$ cat config.mk
export PLATFORM = sky130hd
export DESIGN_NAME = sdf_merge
export DESIGN_NICKNAME = d
export VERILOG_FILES = /design/src/rtl/core/spring_damper_follower_core_macros.svh /design/src/rtl/core/sdf_pkg.sv /design/src/rtl/core/sdf_merge.sv
export SDC_FILE = /design/constraint.sdc
export NUM_CORES = 2
export LEC_CHECK = 0
export ABC_CLOCK_PERIOD_IN_PS = 29500
export BUFFER_PORTS_ARGS = -buffer_cell sky130_fd_sc_hd__buf_2
export CAP_MARGIN = 20
export CORE_AREA = 2 2 398 321
export DETAILED_ROUTE_END_ITERATION = 7
export DIE_AREA = 0 0 400 323
export PLACE_DENSITY = 0.81
export SKIP_LAST_GASP = 1
export SYNTH_ARGS = -nofsm -noshare
export SYNTH_HDL_FRONTEND = slang
export SYNTH_SLANG_ARGS = --single-unit
$ cat constraint.sdc
create_clock -name clk -period 29.5 [get_ports clk]
set_input_delay 1.475 -clock clk [delete_from_list [all_inputs] [get_ports clk]]
set_output_delay 1.475 -clock clk [all_outputs]
set_load 0.05 [all_outputs]
$ cat src/rtl/core/spring_damper_follower_core_macros.svh
// Assertion macros for the spring-damper follower.
// Expects signals named clk and rst in the scope of use.
`ifndef SPRING_DAMPER_FOLLOWER_CORE_MACROS_SVH
`define SPRING_DAMPER_FOLLOWER_CORE_MACROS_SVH

// Same-cycle implication
`define SDF_ASSERT_NOW(lbl, ante, cons, msg) \
  lbl: assert property (@(posedge clk) disable iff (rst) (ante) |-> (cons)) \
    else $error(msg);

// Next-cycle implication
`define SDF_ASSERT_NXT(lbl, ante, cons, msg) \
  lbl: assert property (@(posedge clk) disable iff (rst) (ante) |=> (cons)) \
    else $error(msg);

`endif

$ cat src/rtl/core/sdf_pkg.sv
// Shared constants and types for the spring-damper follower.
// No dependencies.
`default_nettype none
package sdf_pkg;

  localparam int AXES_MAX      = 3;
  localparam int AXES_DEF      = 3;
  localparam int FRAC_BITS_DEF = 16;
  localparam int DT_FRAC       = 16;

  localparam int IN_DATA_W  = 112;
  localparam int OUT_DATA_W = 192;
  localparam int CFG_IDX_W  = 3;
  localparam int CFG_DATA_W = 32;

  // register indexes
  localparam logic [CFG_IDX_W-1:0] REG_HELD_K  = 3'd0;
  localparam logic [CFG_IDX_W-1:0] REG_HELD_C  = 3'd1;
  localparam logic [CFG_IDX_W-1:0] REG_REL_K   = 3'd2;
  localparam logic [CFG_IDX_W-1:0] REG_REL_C   = 3'd3;
  localparam logic [CFG_IDX_W-1:0] REG_EXC_LIM = 3'd4;
  localparam logic [CFG_IDX_W-1:0] REG_ACC_LIM = 3'd5;

  typedef struct packed {
    logic step_go;
    logic scale_go;
  } lane_cmd_t;

  typedef struct packed {
    logic done;
    logic over;
  } merge_sts_t;

endpackage
`default_nettype wire

$ cat src/rtl/core/sdf_merge.sv
// Merging stage: sum of squared lane accelerations, compare with the cap,
// and a bit-pair integer square root. Uses sdf_pkg.
`default_nettype none
module sdf_merge #(
  parameter int AXES = sdf_pkg::AXES_DEF
) (
  input  wire                 clk,
  input  wire                 rst,
  input  wire                 go,
  input  wire        [30:0]   cap,
  input  wire signed [31:0]   lane_acc [sdf_pkg::AXES_MAX],
  output sdf_pkg::merge_sts_t sts,
  output logic       [31:0]   mag
);
  import sdf_pkg::*;

  typedef enum logic [2:0] {M_IDLE, M_SQ, M_CAP, M_CMP, M_SQRT} mstate_t;

  mstate_t     state;
  logic [1:0]  idx;
  logic [61:0] sq;
  logic [63:0] sum;
  logic [63:0] v;
  logic [63:0] res;
  logic [63:0] bitv;
  logic [31:0] aabs;
  logic [63:0] rb;

  always_comb begin
    aabs = lane_acc[idx][31] ? 32'(-lane_acc[idx]) : 32'(lane_acc[idx]);
    rb   = res + bitv;
  end

  assign mag = res[31:0];

  always_ff @(posedge clk) begin
    if (rst) begin
      state    <= M_IDLE;
      sts.done <= 1'b0;
      sts.over <= 1'b0;
    end else begin
      case (state)
        M_IDLE: begin
          sts.done <= 1'b0;
          if (go) begin
            sum   <= '0;
            sq    <= '0;
            idx   <= '0;
            state <= M_SQ;
          end
        end
        M_SQ: begin
          sts.done <= 1'b0;
          sq  <= 62'(aabs[30:0]) * 62'(aabs[30:0]);
          sum <= sum + 64'(sq);
          if (idx == 2'(AXES - 1)) begin
            state <= M_CAP;
          end else begin
            idx <= idx + 2'd1;
          end
        end
        M_CAP: begin
          sts.done <= 1'b0;
          sq    <= 62'(cap) * 62'(cap);
          sum   <= sum + 64'(sq);
          state <= M_CMP;
        end
        M_CMP: begin
          sts.over <= (sum > 64'(sq));
          sts.done <= !(sum > 64'(sq));
          if (sum > 64'(sq)) begin
            v     <= sum;
            res   <= '0;
            bitv  <= 64'd1 << 62;
            state <= M_SQRT;
          end else begin
            state <= M_IDLE;
          end
        end
        M_SQRT: begin
          if (v >= rb) begin
            v   <= v - rb;
            res <= (res >> 1) + bitv;
          end else begin
            res <= res >> 1;
          end
          bitv     <= bitv >> 2;
          sts.done <= (bitv == 64'd1);
          if (bitv == 64'd1) begin
            state <= M_IDLE;
          end
        end
        default: begin
          sts.done <= 1'b0;
          state    <= M_IDLE;
        end
      endcase
    end
  end

endmodule
`default_nettype wire

* After elaboration in Yosys (flattened, before gate mapping)
Cells that the tools add are included.
Widths: inputs -> output; s select.
** Word-level totals
- Memories :: 0
- Bits in latches :: 0
- Word-level logic and storage cells :: 72
- RAM bits :: 0
- Register bits after elaboration :: 325
- Output and inout port bits :: 34
- Memory bits (read-only) :: 0
** Cells by class
- $mul :: 2
- $add $sub $neg :: 6
- Bitwise gates (word level) :: 2
- Magnitude comparators :: 3
- Div/mod/pow operators :: 0
- Muxes and demuxes :: 25
- Shift operators :: 0
- Reduce and logical (&&, ||, !) cells :: 13
- Equal/unequal tests :: 12
** Operators by type and width (number)
- $pmux 64 s2 :: 4
- $mux 64 :: 6
- $pmux 62 s3 :: 1
- $mul 31x31->62 :: 2
- $add 63x64->64 :: 1
- $add 64x62->64 :: 1
- $add 64x64->64 :: 1
- $bmux 32 s2 :: 1
- $eq 64x1->1 const B :: 1
- $ge 64x64->1 :: 1
- $gt 64x62->1 :: 1
- $mux 32 :: 2
- $sub 64x64->64 :: 1
- $mux 62 :: 1
- $mux 31 :: 1
- $neg 31->31 :: 1
- $pmux 3 s5 :: 1
- $mux 3 :: 4
- $ne 2x2->1 const B :: 6
- $reduce_and 3->1 :: 4
- $reduce_and 4->1 :: 2
- $eq 3x2->1 const B :: 2
- $reduce_bool 2->1 :: 3
- $mux 2 :: 2
- 13 further kinds :: 13

* Longest topological paths before layout
- Word-level depth :: 8
- Gate-level depth with buffers :: 44

* Worst setup path before layout
No wires, ideal clock.
- Path type :: in2reg
- Start point :: input port go
- End point :: register sq[0] (enable)
- Arrival time :: 10.102 ns
- Path slack :: 18.636 ns
- Setup time :: 0.762 ns
- Cell stages on the path :: 3
- Cell sequence :: nor2_1 -> o21a_1 -> nor3_1
** Between the ends
- Word-level cells in the longest chain between the ends :: 2
** Ends and longest elaborated chain
- start, declared :: RTL line sdf_merge.sv:9 : input wire go,
- $ne 2x2->1 (no line)
- $reduce_and 3->1 (no line)
- end signal, assigned :: RTL line sdf_merge.sv:54 : sq <= 62'(aabs[30:0]) * 62'(aabs[30:0]);
- end signal, assigned :: RTL line sdf_merge.sv:64 : sq <= 62'(cap) * 62'(cap);
- end, declared :: RTL line sdf_merge.sv:21 : logic [61:0] sq;
Every way passes these cells.
A chain may end at the register's enable or synchronous reset.

* Worst setup path in the final report
- Start point :: register idx[0]
- End point :: register sq[58], data pin
** Between the ends
- Word-level cells in the longest chain between the ends :: 8
** Ends and longest elaborated chain
- start, declared :: RTL line sdf_merge.sv:20 : logic [1:0] idx;
- start signal, assigned :: RTL line sdf_merge.sv:59 : idx <= idx + 2'd1;
- $not 2->3 (not written as such) (*) :: RTL line sdf_merge.sv:30 : aabs = lane_acc[idx][31] ? 32'(-lane_acc[idx]) : 32'(lane_acc[idx]);
- $bmux 32 s2 (*) :: RTL line sdf_merge.sv:30
- $mux 32 (not written as such) (*) (2 in a row) :: RTL line sdf_merge.sv:30
- $neg 31->31 :: RTL line sdf_merge.sv:30
- $mux 31 (*) :: RTL line sdf_merge.sv:30
- $mul 31x31->62 (*) :: RTL line sdf_merge.sv:54
- $pmux 62 s3 (*) :: RTL line sdf_merge.sv:42 : case (state)
Every way passes the cells marked *; elsewhere a longest branch is shown, timed or not. The select of a mux whose other input is x is not followed.

==> metrics.csv <==
stage;metric;value;unit
outcome;status;complete, no violations;
timing;finalCritPeriodShare;42.52;%
timing;finalSetupViolCount;0;
die;initial_core_util;63.37;%
final_layout;layout_common_cells;inv_1, fa_1, nand2_1;
placed_design;port_buffers;163;
worst_setup_path;path_max_fanout;35;
timing;timing.fmax;0.07972;GHz
global_routing;grt.total_usage;35.25;%
clocking;insertion_delay;0.57;ns
placed_design;hpwlAfterDp;181.3;mm
clocking;cts_tree;done;
routing;via_per_inst;5.936;
timing;rsz0062_at_grt;false;
die;fp.dieH;323;um
routing;drt_iter0_drc;5617;
worst_setup_path;cpMaxStageDelayCell;clkinv_1;
clocking;hold_buffers;0;
worst_setup_path;required;29.77;ns
logic_synthesis;synth_edf_count;287;
routing;wl_met3;21.39;mm
placed_design;dp_slack;17.09;ns
global_routing;antenna_found_initial;4;
routing;postRouteAntennaNets;0;
clocking;post-cts-setup-buffer-count;0;
clocking;clockBufferDepth;3;
die;die_area;129200;um^2
clocking;clk_pin_slew;0.06;ns
logic_synthesis;synth.yosys.seq_area_share;10.93;%
clocking;h-tree-depth;2;
worst_setup_path;arrival;12.82;ns
clocking;cts.sinks;292;
global_routing;grt_pass1_wl;355.2;mm
die;die_w;400;um
clocking;cts_inserted_buffers;38;
timing;relSlewSlack;18.28;%
routing;route.detailed.drc;0;
logic_synthesis;netlist_instances;8863;
worst_setup_path;end_kind;flip-flop;
global_routing;grt_max_degree;95;
timing;fin_setup_tns;0;ns
final_layout;final_common_cell;inv_1;
routing;top_layer;met5;
die;boundaryPins;164;
clocking;root_buffer;clkbuf_16;
logic_synthesis;dominantRegCellSynth;edfxtp_1;
timing;skew;0.02667;ns
routing;wl_met1;87.52;mm
logic_synthesis;synth_seq_cells;292;
routing;met2_length;101.9;mm
logic_synthesis;yosys_warnings;0;
logic_synthesis;async_reset_ff_share;0;%
final_layout;syn_to_final_growth;4.164;%
timing;finalHoldViolCount;0;
routing;vias;62260;
worst_setup_path;crit_type;flip-flop to flip-flop;
global_routing;overflow;0;
logic_synthesis;synthesis.nets;11270;
final_layout;nets;11200;
timing;fin_ws;16.96;ns
worst_setup_path;cpPeakStageDelay;0.91;ns
worst_setup_path;cpMostUsedCell;fa_1;
min_path;hp-class;flip-flop to flip-flop;
final_layout;final_layout_size_suffix_gt1_share;4.297;%
die;core-area;125900;um^2
routing;first_pass_iters;8;
flow_run;maxCapViolations;0;
logic_synthesis;syn_area;79780;um^2
die;row_count;117;
placed_design;gp_congestion;0.9975;
clocking;post_cts_resized;0;
timing;finalMaxSlewViolations;0;
global_routing;grt_pass1_vias;65890;
timing;min_period;12.54;ns
timing;worst_slew_pin_slew;1.220;ns
logic_synthesis;avgSynthCellArea;9.001;um^2
logic_synthesis;ys_types;97;
routing;wirelength;222.2;mm
routing;wl_per_cell;21.19;um
worst_setup_path;cp-start-kind;flip-flop;
cell usage after synthesis, types with 20 or more instances:
master / instances / area share [%]
xor2_1: 187 / 2.1
edfxtp_1: 287 / 11
a21o_1: 150 / 1.4
fa_1: 1496 / 38
ha_1: 780 / 12
o211ai_1: 24 / 0.23
nand2_1: 806 / 3.8
o31ai_1: 22 / 0.21
clkbuf_1: 272 / 1.3
o22ai_1: 57 / 0.45
mux2i_1: 46 / 0.58
a31oi_1: 76 / 0.60
nor2b_1: 48 / 0.38
buf_4: 34 / 0.32
nor3_1: 73 / 0.46
nor4_1: 34 / 0.27
a31o_2: 20 / 0.22
o21bai_1: 84 / 0.79
and3_1: 58 / 0.45
inv_1: 2016 / 9.5
buf_2: 22 / 0.14
and2_1: 189 / 1.5
o21a_1: 23 / 0.22
o21ai_0: 258 / 1.6
nand3_1: 68 / 0.43
a21oi_1: 352 / 2.2
o2bb2ai_1: 27 / 0.30
nor2_1: 665 / 3.1
xnor2_1: 208 / 2.3
nand2b_1: 36 / 0.28
a211oi_1: 49 / 0.46
or3_1: 30 / 0.24
nand4_1: 76 / 0.60
logic make-up (layout without fill, tap and decap cells):
group                      count (synthesis)  in the layout  synth area share (%)
xor gates and xnor gates                 398            398                 4.398
buffers and inverters                   2377           2335                 11.38
muxes                                     51             51                0.6477
adders and majority gates               2276           2276                 49.77
other                                      2              3              0.009414
and+or+nand+nor                         2170           2170                 12.37
DFF                                      292            292                 10.93
AOI/OAI and AO/OA                       1297           1297                 10.49
layer usage:
metal,global-route usage [%],up-vias
li1,-,27740
met1,47.07,30830
met2,56.49,2987
met3,6.987,692
met4,14.71,6
met5,0.2232,-
critical path, delay by kind of cell, from the launching register on:
family | cells | cell delay [ns]
buf+inv | 8 | 2.56
xor+xnor | 2 | 0.43
mux | 1 | 0.18
compound gates | 6 | 1.68
flops | 1 | 0.33
fa+ha+maj | 10 | 4.58
simple gates | 8 | 2.41
final timing paths:
kind | endpoint | depth (start not counted) | from | slack [ns]
setup / recovery | sq[58] | 35 | idx[0] | 16.96
hold / removal | sts[0] | 2 | sts[0] | 0.52
setup reg to reg | sq[58] | 35 | idx[0] | 16.96
hold reg to reg | sts[0] | 2 | sts[0] | 0.52
state kept, by name, indices dropped and copies added, names as in the netlist:
| register | flops |
|---|---|
| sum | 64 |
| state | 3 |
| v | 64 |
| res | 64 |
| bitv | 32 |
| sq | 61 |
| sts | 2 |
| idx | 2 |
layout make-up:
class                   count  area, um^2
clock buffers              44        1005
inverters                2037        7649
flip-flops and latches    292        8718
clock inverters            21       211.5
well taps                1666        2085
diodes                      1       2.502
repair buffers            233        1341
multi-input cells        6194       62090
fillers                 10180       42800
per-stage QoR:
| step | area [um^2] | util [%] | instances | hold slack, ns |
|---|---|---|---|---|
| CTS | 83090 | 66.00 | 10490 | 0.5275 |
| global route | 83090 | 66.00 | 10490 | 0.5570 |
| finish | 83100 | 66.00 | 10490 | 0.5186 |
| global placement | 81880 | 65.04 | 10420 | 0.5095 |
| detailed placement | 81880 | 65.04 | 10420 | 0.5194 |
| floorplan | 79780 | - | 8863 | 0.5322 |
Power is not shown: default switching activity piles up to over one toggle a cycle in this logic, so the estimate is an artifact.
