$ cat config.mk
export PLATFORM = sky130hd
export DESIGN_NAME = sdf_lane
export DESIGN_NICKNAME = d
export VERILOG_FILES = /design/src/rtl/core/spring_damper_follower_core_macros.svh /design/src/rtl/core/sdf_pkg.sv /design/src/rtl/core/sdf_lane.sv
export SDC_FILE = /design/constraint.sdc
export NUM_CORES = 2
export LEC_CHECK = 0
export ABC_CLOCK_PERIOD_IN_PS = 12060
export BUFFER_PORTS_ARGS = -buffer_cell sky130_fd_sc_hd__buf_2
export CAP_MARGIN = 0
export CELL_PAD_IN_SITES_DETAIL_PLACEMENT = 0
export CELL_PAD_IN_SITES_GLOBAL_PLACEMENT = 1
export CORE_MARGIN = 2
export CORE_UTILIZATION = 30
export CTS_CLUSTER_DIAMETER = 40
export DETAILED_ROUTE_END_ITERATION = 12
export PLACE_DENSITY = 0.6
export SLEW_MARGIN = 20
export SYNTH_ARGS = -nofsm -noshare
export SYNTH_HDL_FRONTEND = slang
export SYNTH_SLANG_ARGS = --single-unit
$ cat constraint.sdc
create_clock -name clk -period 12.06 [get_ports clk]
set_input_delay 1.809 -clock clk [delete_from_list [all_inputs] [get_ports clk]]
set_output_delay 1.809 -clock clk [all_outputs]
set_load 0.01 [all_outputs]
$ cat src/rtl/core/spring_damper_follower_core_macros.svh
// Assertion macros for the spring-damper follower.
// Expects signals named clk and rst in the scope of use.
`ifndef SPRING_DAMPER_FOLLOWER_CORE_MACROS_SVH
`define SPRING_DAMPER_FOLLOWER_CORE_MACROS_SVH

// Same-cycle implication
`define SDF_ASSERT_NOW(lbl, ante, cons, msg) \
  lbl: assert property (@(posedge clk) disable iff (rst) (ante) |-> (cons)) \
    else $error(msg);

// Next-cycle implication
`define SDF_ASSERT_NXT(lbl, ante, cons, msg) \
  lbl: assert property (@(posedge clk) disable iff (rst) (ante) |=> (cons)) \
    else $error(msg);

`endif

$ cat src/rtl/core/sdf_pkg.sv
// Shared constants and types for the spring-damper follower.
// No dependencies.
`default_nettype none
package sdf_pkg;

  localparam int AXES_MAX      = 3;
  localparam int AXES_DEF      = 3;
  localparam int FRAC_BITS_DEF = 16;
  localparam int DT_FRAC       = 16;

  localparam int IN_DATA_W  = 112;
  localparam int OUT_DATA_W = 192;
  localparam int CFG_IDX_W  = 3;
  localparam int CFG_DATA_W = 32;

  // register indexes
  localparam logic [CFG_IDX_W-1:0] REG_HELD_K  = 3'd0;
  localparam logic [CFG_IDX_W-1:0] REG_HELD_C  = 3'd1;
  localparam logic [CFG_IDX_W-1:0] REG_REL_K   = 3'd2;
  localparam logic [CFG_IDX_W-1:0] REG_REL_C   = 3'd3;
  localparam logic [CFG_IDX_W-1:0] REG_EXC_LIM = 3'd4;
  localparam logic [CFG_IDX_W-1:0] REG_ACC_LIM = 3'd5;

  typedef struct packed {
    logic step_go;
    logic scale_go;
  } lane_cmd_t;

  typedef struct packed {
    logic done;
    logic over;
  } merge_sts_t;

endpackage
`default_nettype wire

$ cat src/rtl/core/sdf_lane.sv
// One axis of the follower: target, spring-damper force, Euler update,
// snap to rest, and the divider for the magnitude scaling. Uses sdf_pkg.
`default_nettype none
module sdf_lane #(
  parameter int FRAC_BITS = sdf_pkg::FRAC_BITS_DEF
) (
  input  wire                   clk,
  input  wire                   rst,
  input  sdf_pkg::lane_cmd_t    cmd,
  input  wire                   held,
  input  wire signed [31:0]     delta,
  input  wire        [15:0]     dt,
  input  wire        [31:0]     k,
  input  wire        [31:0]     c,
  input  wire        [30:0]     lim,
  input  wire        [30:0]     cap,
  input  wire        [31:0]     mag,
  output logic                  busy,
  output logic signed [31:0]    acc,
  output logic signed [31:0]    pos,
  output logic signed [31:0]    vel
);
  import sdf_pkg::*;

  localparam logic [31:0] ACC_EPS =
    32'(((64'd1 << FRAC_BITS) + 64'd500) / 64'd1000);
  localparam logic [31:0] VEL_EPS =
    32'(((64'd1 << FRAC_BITS) + 64'd5000) / 64'd10000);

  typedef enum logic [4:0] {
    L_IDLE, L_TGT, L_DIFF, L_K0, L_K1, L_C0, L_C1, L_C2, L_FORCE,
    L_VMUL, L_VEL, L_PMUL, L_POS, L_SNAP, L_SC0, L_SC1, L_SC2, L_DIV
  } lstate_t;

  lstate_t            state;
  logic signed [31:0] target;
  logic signed [31:0] force_q;
  logic        [32:0] md;
  logic               sd;
  logic        [32:0] mv;
  logic               sv;
  logic        [48:0] p;
  logic        [64:0] accw;
  logic signed [65:0] t1;
  logic signed [65:0] t2;
  logic        [31:0] rem;
  logic        [30:0] quo;
  logic        [4:0]  cnt;

  logic        [32:0] mul_a;
  logic        [15:0] mul_b;
  logic signed [33:0] tsum;
  logic signed [33:0] lim34;
  logic signed [32:0] d33;
  logic signed [32:0] v33;
  logic        [64:0] rn;
  logic signed [65:0] f66;
  logic signed [65:0] cap66;
  logic        [31:0] fabs;
  logic        [31:0] vabs;
  logic        [31:0] aabs;
  logic        [33:0] r16;
  logic signed [34:0] vsum;
  logic signed [34:0] psum;
  logic        [64:0] num;
  logic        [32:0] trial;
  logic        [32:0] tdiff;
  logic        [30:0] quo_next;

  function automatic logic signed [31:0] sat32(input logic signed [34:0] x);
    if (x > 35'sd2147483647) begin
      return 32'sh7FFFFFFF;
    end else if (x < -35'sd2147483648) begin
      return 32'sh80000000;
    end else begin
      return x[31:0];
    end
  endfunction

  always_comb begin
    fabs = force_q[31] ? 32'(-force_q) : 32'(force_q);
    vabs = vel[31] ? 32'(-vel) : 32'(vel);
    aabs = acc[31] ? 32'(-acc) : 32'(acc);
    tsum = 34'(target) + 34'(delta);
    lim34 = $signed({3'b000, lim});
    d33 = 33'(target) - 33'(pos);
    v33 = 33'(vel);
    rn = (accw + (65'd1 << (FRAC_BITS - 1))) >> FRAC_BITS;
    cap66 = $signed({35'd0, cap});
    f66 = t1 - t2;
    r16 = 34'((p + (49'd1 << (DT_FRAC - 1))) >> DT_FRAC);
    vsum = 35'(vel) + (force_q[31] ? -$signed({1'b0, r16}) : $signed({1'b0, r16}));
    psum = 35'(pos) + (vel[31] ? -$signed({1'b0, r16}) : $signed({1'b0, r16}));
    num = accw + (65'(p) << 16);
    trial = {rem, quo[30]};
    tdiff = trial - {1'b0, mag};
    quo_next = {quo[29:0], (trial >= {1'b0, mag})};
    mul_a = '0;
    mul_b = '0;
    case (state)
      L_K0:    begin mul_a = md; mul_b = k[15:0]; end
      L_K1:    begin mul_a = md; mul_b = k[31:16]; end
      L_C0:    begin mul_a = mv; mul_b = c[15:0]; end
      L_C1:    begin mul_a = mv; mul_b = c[31:16]; end
      L_VEL:   begin mul_a = {1'b0, fabs}; mul_b = dt; end
      L_POS:   begin mul_a = {1'b0, vabs}; mul_b = dt; end
      L_SC0:   begin mul_a = {1'b0, aabs}; mul_b = cap[15:0]; end
      L_SC1:   begin mul_a = {1'b0, aabs}; mul_b = {1'b0, cap[30:16]}; end
      default: begin mul_a = '0; mul_b = '0; end
    endcase
  end

  assign busy = (state != L_IDLE);

  always_ff @(posedge clk) begin
    if (rst) begin
      state  <= L_IDLE;
      target <= '0;
      pos    <= '0;
      vel    <= '0;
      acc    <= '0;
    end else begin
      p <= 49'(mul_a) * 49'(mul_b);
      case (state)
        L_IDLE: begin
          if (cmd.step_go) begin
            state <= L_TGT;
          end else if (cmd.scale_go) begin
            state <= L_SC0;
          end
        end
        L_TGT: begin
          if (!held) begin
            target <= '0;
          end else if (tsum > lim34) begin
            target <= 32'(lim34);
          end else if (tsum < -lim34) begin
            target <= 32'(-lim34);
          end else begin
            target <= tsum[31:0];
          end
          state <= L_DIFF;
        end
        L_DIFF: begin
          md    <= d33[32] ? 33'(-d33) : 33'(d33);
          sd    <= d33[32];
          mv    <= v33[32] ? 33'(-v33) : 33'(v33);
          sv    <= v33[32];
          state <= L_K0;
        end
        L_K0: state <= L_K1;
        L_K1: begin
          accw  <= 65'(p);
          state <= L_C0;
        end
        L_C0: begin
          accw  <= accw + (65'(p) << 16);
          state <= L_C1;
        end
        L_C1: begin
          t1    <= sd ? -$signed({1'b0, rn}) : $signed({1'b0, rn});
          accw  <= 65'(p);
          state <= L_C2;
        end
        L_C2: begin
          accw  <= accw + (65'(p) << 16);
          state <= L_FORCE;
        end
        L_FORCE: begin
          t2    <= sv ? -$signed({1'b0, rn}) : $signed({1'b0, rn});
          state <= L_VMUL;
        end
        L_VMUL: begin
          // clamp to the acceleration cap
          if (f66 > cap66) begin
            force_q <= 32'(cap66);
          end else if (f66 < -cap66) begin
            force_q <= 32'(-cap66);
          end else begin
            force_q <= f66[31:0];
          end
          state <= L_VEL;
        end
        L_VEL: state <= L_PMUL;
        L_PMUL: begin
          vel   <= sat32(vsum);
          state <= L_POS;
        end
        L_POS: state <= L_SNAP;
        L_SNAP: begin
          if (!held && fabs < ACC_EPS && vabs < VEL_EPS) begin
            acc <= '0;
            vel <= '0;
            pos <= '0;
          end else begin
            acc <= force_q;
            pos <= sat32(psum);
          end
          state <= L_IDLE;
        end
        L_SC0: state <= L_SC1;
        L_SC1: begin
          accw  <= 65'(p);
          state <= L_SC2;
        end
        L_SC2: begin
          // quotient fits 31 bits, so the top part already sits below mag
          rem   <= num[62:31];
          quo   <= num[30:0];
          cnt   <= '0;
          state <= L_DIV;
        end
        L_DIV: begin
          rem <= (trial >= {1'b0, mag}) ? tdiff[31:0] : trial[31:0];
          quo <= quo_next;
          cnt <= cnt + 5'd1;
          if (cnt == 5'd30) begin
            acc   <= acc[31] ? -$signed({1'b0, quo_next}) : $signed({1'b0, quo_next});
            state <= L_IDLE;
          end
        end
        default: state <= L_IDLE;
      endcase
    end
  end

endmodule
`default_nettype wire

# Yosys cells after proc, flatten, opt, wreduce, memory -nomap -nowiden
# Index checks and enable logic that the tools add are counted.
[word_totals] ff_bits=547 input_bits=211 word_cells=136
[op_classes] add_sub_neg=20 mul=1 magnitude_cmp=11 n_eq_ne=21 muxes=36 n_bitwise=1 reduce_logical=24
[op_table] op="2-to-1 mux 32 bit" n=18
[op_table] op="case mux 32 bit (2 select lines)" n=3
[op_table] op="case mux 33 bit (5 select lines)" n=1
[op_table] op="case mux 65 bit (2 select lines)" n=1
[op_table] op="case mux 16 bit (7 select lines)" n=1
[op_table] op="2-to-1 mux 49 bit" n=2
[op_table] op="negation 32 bit" n=3
[op_table] op="case mux 5 bit (17 select lines)" n=1
[op_table] op="adder 32 x 35 -> 35 bit" n=2
[op_table] op="greater-than comparator 35 x 32 -> 1 bit, second input constant" n=2
[op_table] op="less-than comparator 35 x 32 -> 1 bit, second input constant" n=2
[op_table] op="2-to-1 mux 35 bit" n=2
[op_table] op="greater-than comparator 66 x 32 -> 1 bit" n=1
[op_table] op="less-than comparator 66 bit" n=1
[op_table] op="negation 31 -> 66 bit" n=1
[op_table] op="negation 49 -> 66 bit" n=1
[op_table] op="subtractor 66 bit" n=1
[op_table] op="adder 65 x 16 -> 65 bit, second input constant" n=1
[op_table] op="adder 65 bit" n=1
[op_table] op="2-to-1 mux 31 bit" n=2
[op_table] op="case mux 31 bit (2 select lines)" n=1
[op_table] op="adder 49 x 16 -> 49 bit, second input constant" n=1
[op_table] op="multiplier 33 x 16 -> 49 bit" n=1
[op_table] op="== test 5 x 4 -> 1 bit, second input constant" n=8
[op_table] op="other kinds (31)" n=56

# Logic depth before layout (Yosys ltp)
[depth] depth_word=8 mapped_depth=38 ltp_nobuf=37

# Worst setup path before layout
# Ideal clock, no wire load.
[synth_timing] kind="input -> register" start="input port rst" end="register accw[16], enable pin" setup_time_ps=719 t_arrival_ps=9901 path_slack_ps=1439 path_stages=3 path_buffers=2 path_cell_list="clkbuf_2 > clkbuf_1 > a2111oi_0"
[synth_via] elab_chain_cells=2
[synth_lines] item="from (decl)" line="sdf_lane.sv:8" text="input wire rst,"
[synth_lines] item="inverter 1 bit (no line)"
[synth_lines] item="AND reduction 2 bit (no line)"
[synth_lines] item="to (signal assigned)" line="sdf_lane.sv:153" text="accw <= 65'(p);"
[synth_lines] item="to (signal assigned)" line="sdf_lane.sv:157" text="accw <= accw + (65'(p) << 16);"
[synth_lines] item="to (signal assigned)" line="sdf_lane.sv:162" text="accw <= 65'(p);"
[synth_lines] item="to (decl)" line="sdf_lane.sv:43" text="logic [64:0] accw;"
# Every way passes these cells.
# A chain may end at the register's enable or synchronous reset.

# Worst setup path after layout
[layout_timing] start="register state[3]" end="register p[47], data pin"
[layout_via] elab_chain_cells=4
[layout_lines] item="from (decl)" line="sdf_lane.sv:35" text="lstate_t state;"
[layout_lines] item="from (signal assigned)" line="sdf_lane.sv:117" text="state <= L_IDLE;"
[layout_lines] item="from (signal assigned)" line="sdf_lane.sv:127" text="state <= L_TGT;"
[layout_lines] item="from (signal assigned)" line="sdf_lane.sv:129" text="state <= L_SC0;"
[layout_lines] item="== test 5 x 4 -> 1 bit (tied with other cells)" line="sdf_lane.sv:100" text="case (state)"
[layout_lines] item="OR reduction 2 bit (no line)"
[layout_lines] item="case mux 16 bit (7 select lines) or case mux 33 bit (5 select lines) (tied branches)" line="sdf_lane.sv:100"
[layout_lines] item="multiplier 33 x 16 -> 49 bit *" line="sdf_lane.sv:123" text="p <= 49'(mul_a) * 49'(mul_b);"
[layout_lines] item="to (signal assigned)" line="sdf_lane.sv:123"
[layout_lines] item="to (decl)" line="sdf_lane.sv:42" text="logic [48:0] p;"
# Mark *: on every way between the ends. The rest lies on a longest branch, timed or not.

==> metrics.cfg <==
[worst_setup_path]
rr_worst_depth = 33
path_delay_family = adder cells
crit_path_frequent_cell = fa_1
r2r_setup_slack_ns = 1.15
critPathSlowestCell = o31ai_1
startpoint = state[3]$_SDFFE_PP0P_
path_max_fanout = 25
criticalPathCategory = flip-flop to flip-flop
end_kind = flip-flop
critPathMaxStageDelay_ns = 0.70
crit_path_start_kind = flip-flop
critPathArrivalTime_ns = 11.41
timing.rr.start = state[3]$_SDFFE_PP0P_
path_buf_inv = 8
critPathRequiredTime_ns = 12.55
reg2reg_to = p[47]$_DFFE_PN_

[yosys]
synth_edf_count = 414
ys_seq_area_share_pct = 22.3
yosys_warnings = 0
synth_nets = 9340
synthSimpleGateAreaFrac_pct = 18.9
synth_adder_area_share_pct = 23.6
synth_xor_area_share_pct = 9.41
syn-mean-instance-area_um2 = 8.32
ys.flop_type = edfxtp_1
synth.cell_area_um2 = 67600
ys_top_cells_by_area = edfxtp_1, fa_1, ha_1
synth.distinct_cells = 103
synthCells = 8117
synth_top_cell_by_area = edfxtp_1
ys_top_cells_by_count = nand2_1, inv_1, nor2_1, ha_1, fa_1
synth_compound_area_share_pct = 17.8
synth_mux_area_share_pct = 1.39
async_reset_ff_share_pct = 0
synth_most_common_cell = nand2_1
synth_top_family_by_area = adder cells
synthDominantCellAreaShare_pct = 18.4
synth_seq_cells = 547

[floorplanning]
boundaryPins = 308
fp.coreArea_um2 = 224000
num_rows = 174
initial_core_util_pct = 30.1
die_w_um = 479
dieArea_um2 = 229000
die_y_um = 479

[clock_tree]
cts_setup_buffers = 0
numCtsBuffers = 111
clock_sink_count = 547
worstSkewPairLatency_ns = 0.76
clockBufferDepth = 3
h-tree-depth = 3
root_buffer = clkbuf_16
ctsHoldBuffers = 0
cts_tree = built
clkSlewWorstSetupHoldPaths_ns = 0.05
post_cts_resized = 0

[outcome]
status = finished, final reports clean

[power]
powerDensity_nw_per_um2 = 207
p_leak_uw = 0.0333
peakVddDrop_v = 0.000127

[sta]
slew_headroom_pct = 28.5
rsz0062_at_grt = no
hold_viol = 0
layout_min_cycle_time_ns = 10.91
maxSlewViolCount = 0
fmax_mhz = 91.6
tns_ns = 0
period_share_pct = 90.5
whs_ns = 0.487
final-setup-viol-count = 0
fin_skew_ns = 0.0569
worst_slew_pin_slew_ns = 1.07

[min_path]
whs_endpoint = target[20]$_SDFFE_PP0P_
worstHoldPathCells = 2
hold_class = flip-flop to flip-flop
min_from = target[20]$_SDFFE_PP0P_

[detailed_routing]
wire_per_inst_um = 23.3
drtPass1Iterations = 6
ant_nets = 0
drtIter0Drc = 4526
drc_errors = 0
vias = 60565
viasPerCell = 5.32
wl_um = 265000

[cells_and_area]
syn2layout_area_growth_pct = 13.3
seqCellArea_um2 = 15100
drive_above_1_share_pct = 8.80
post-route-util_pct = 34.1
multi_input_area_um2 = 48300
nets = 9515
fill_cells = 23534

[placement]
hpwlAfterDp_um = 217000
portBuffers = 307
routabilityCongestion = 0.924

[global_routing]
grt_max_degree = 97
grt_pass1_wl_um = 394000
overflow = 0
grt_usage_pct = 22.7
antenna_found_initial = 14
first_global_vias = 60087

[run]
cap_violations = 0

[tightest hold or removal path, stage by stage, from the launching register on]
cell and delay, ns:
dfxtp_1 0.32, nand2_1 0.06, a21oi_1 0.05
[report_power, final]
part,switching [uW],total (uW),internal (uW)
logic,6170,9400,3230
clock network,1190,3270,2080
registers,549,3210,2660
[kinds of logic (layout without fill, tap and decap cells)]
kind of cell,count (synthesis),in the layout
adders and majority gates,1012,1012
buffers and inverters,1167,1440
xor gates and xnor gates,726,726
other,1,6
and+or+nand+nor,2743,2743
AOI/OAI and AO/OA,1829,1829
muxes,92,92
DFF,547,547
[worst max-delay path by stage]
stage | slack (ns) | end | cells past startpoint
2_1_floorplan | 1.44 | accw[16]$_DFFE_PP_ | 3
3_3_place_gp | 1.33 | p[47]$_DFFE_PN_ | 29
3_5_place_dp | 1.33 | p[48]$_DFFE_PN_ | 32
4_1_cts | 1.36 | p[47]$_DFFE_PN_ | 33
5_1_grt | 0.60 | p[47]$_DFFE_PN_ | 33
6_report | 1.15 | p[47]$_DFFE_PN_ | 33
[state kept, by name, summed over array words and instances (netlist names), 5 cells and up]
name     count
t1          66
t2          66
accw        65
p           49
md          33
mv          33
acc         32
force_q     32
pos         32
rem         32
target      32
vel         32
quo         31
cnt          5
state        5
[metrics by stage]
step | instance area [um^2] | worst slack (ns) | cells | total power, uW
detailed placement | 72600 | 1.33 | 11171 | 12600
floorplan | 67600 | 1.44 | 8117 | 9110
global placement | 72600 | 1.33 | 11170 | 12600
CTS | 76600 | 1.36 | 11382 | 16000
global route | 76600 | 0.596 | 11383 | 17000
finish | 76600 | 1.15 | 11387 | 15900
[cells in the final DEF (no fill, tap or decap), types with 138 or more instances in the layout]
master    instances
edfxtp_1        414
buf_2           306
a21oi_1         419
o21ai_0         428
inv_1           803
nor2_1          622
nor3_1          138
nand2_1        1072
a21o_1          216
xnor2_1         390
xor2_1          335
nand3_1         183
ha_1            573
fa_1            439
[layout make-up]
cell class              instances  area share [%]
multi-input cells            6403            63.1
flip-flops and latches        547            19.7
well taps                    2992            4.89
inverters                     806            3.95
clock buffers                 124            3.77
repair buffers                423            3.15
clock inverters                87            1.41
diodes                          5          0.0163
[layer usage]
| metal | vias up | share of wire [%] | global-route usage (%) | routed length [um] |
|---|---|---|---|---|
| met4 | 4 | 4.1 | 8.48 | 11000 |
| li1 | 28644 | - | - | - |
| met3 | 381 | 6.4 | 4.20 | 17000 |
| met2 | 1817 | 45 | 35.8 | 118000 |
| met1 | 29719 | 45 | 30.7 | 119000 |
| met5 | - | 0.0098 | 0 | 26 |
No activity file was read; power rests on OpenSTA's default activity.
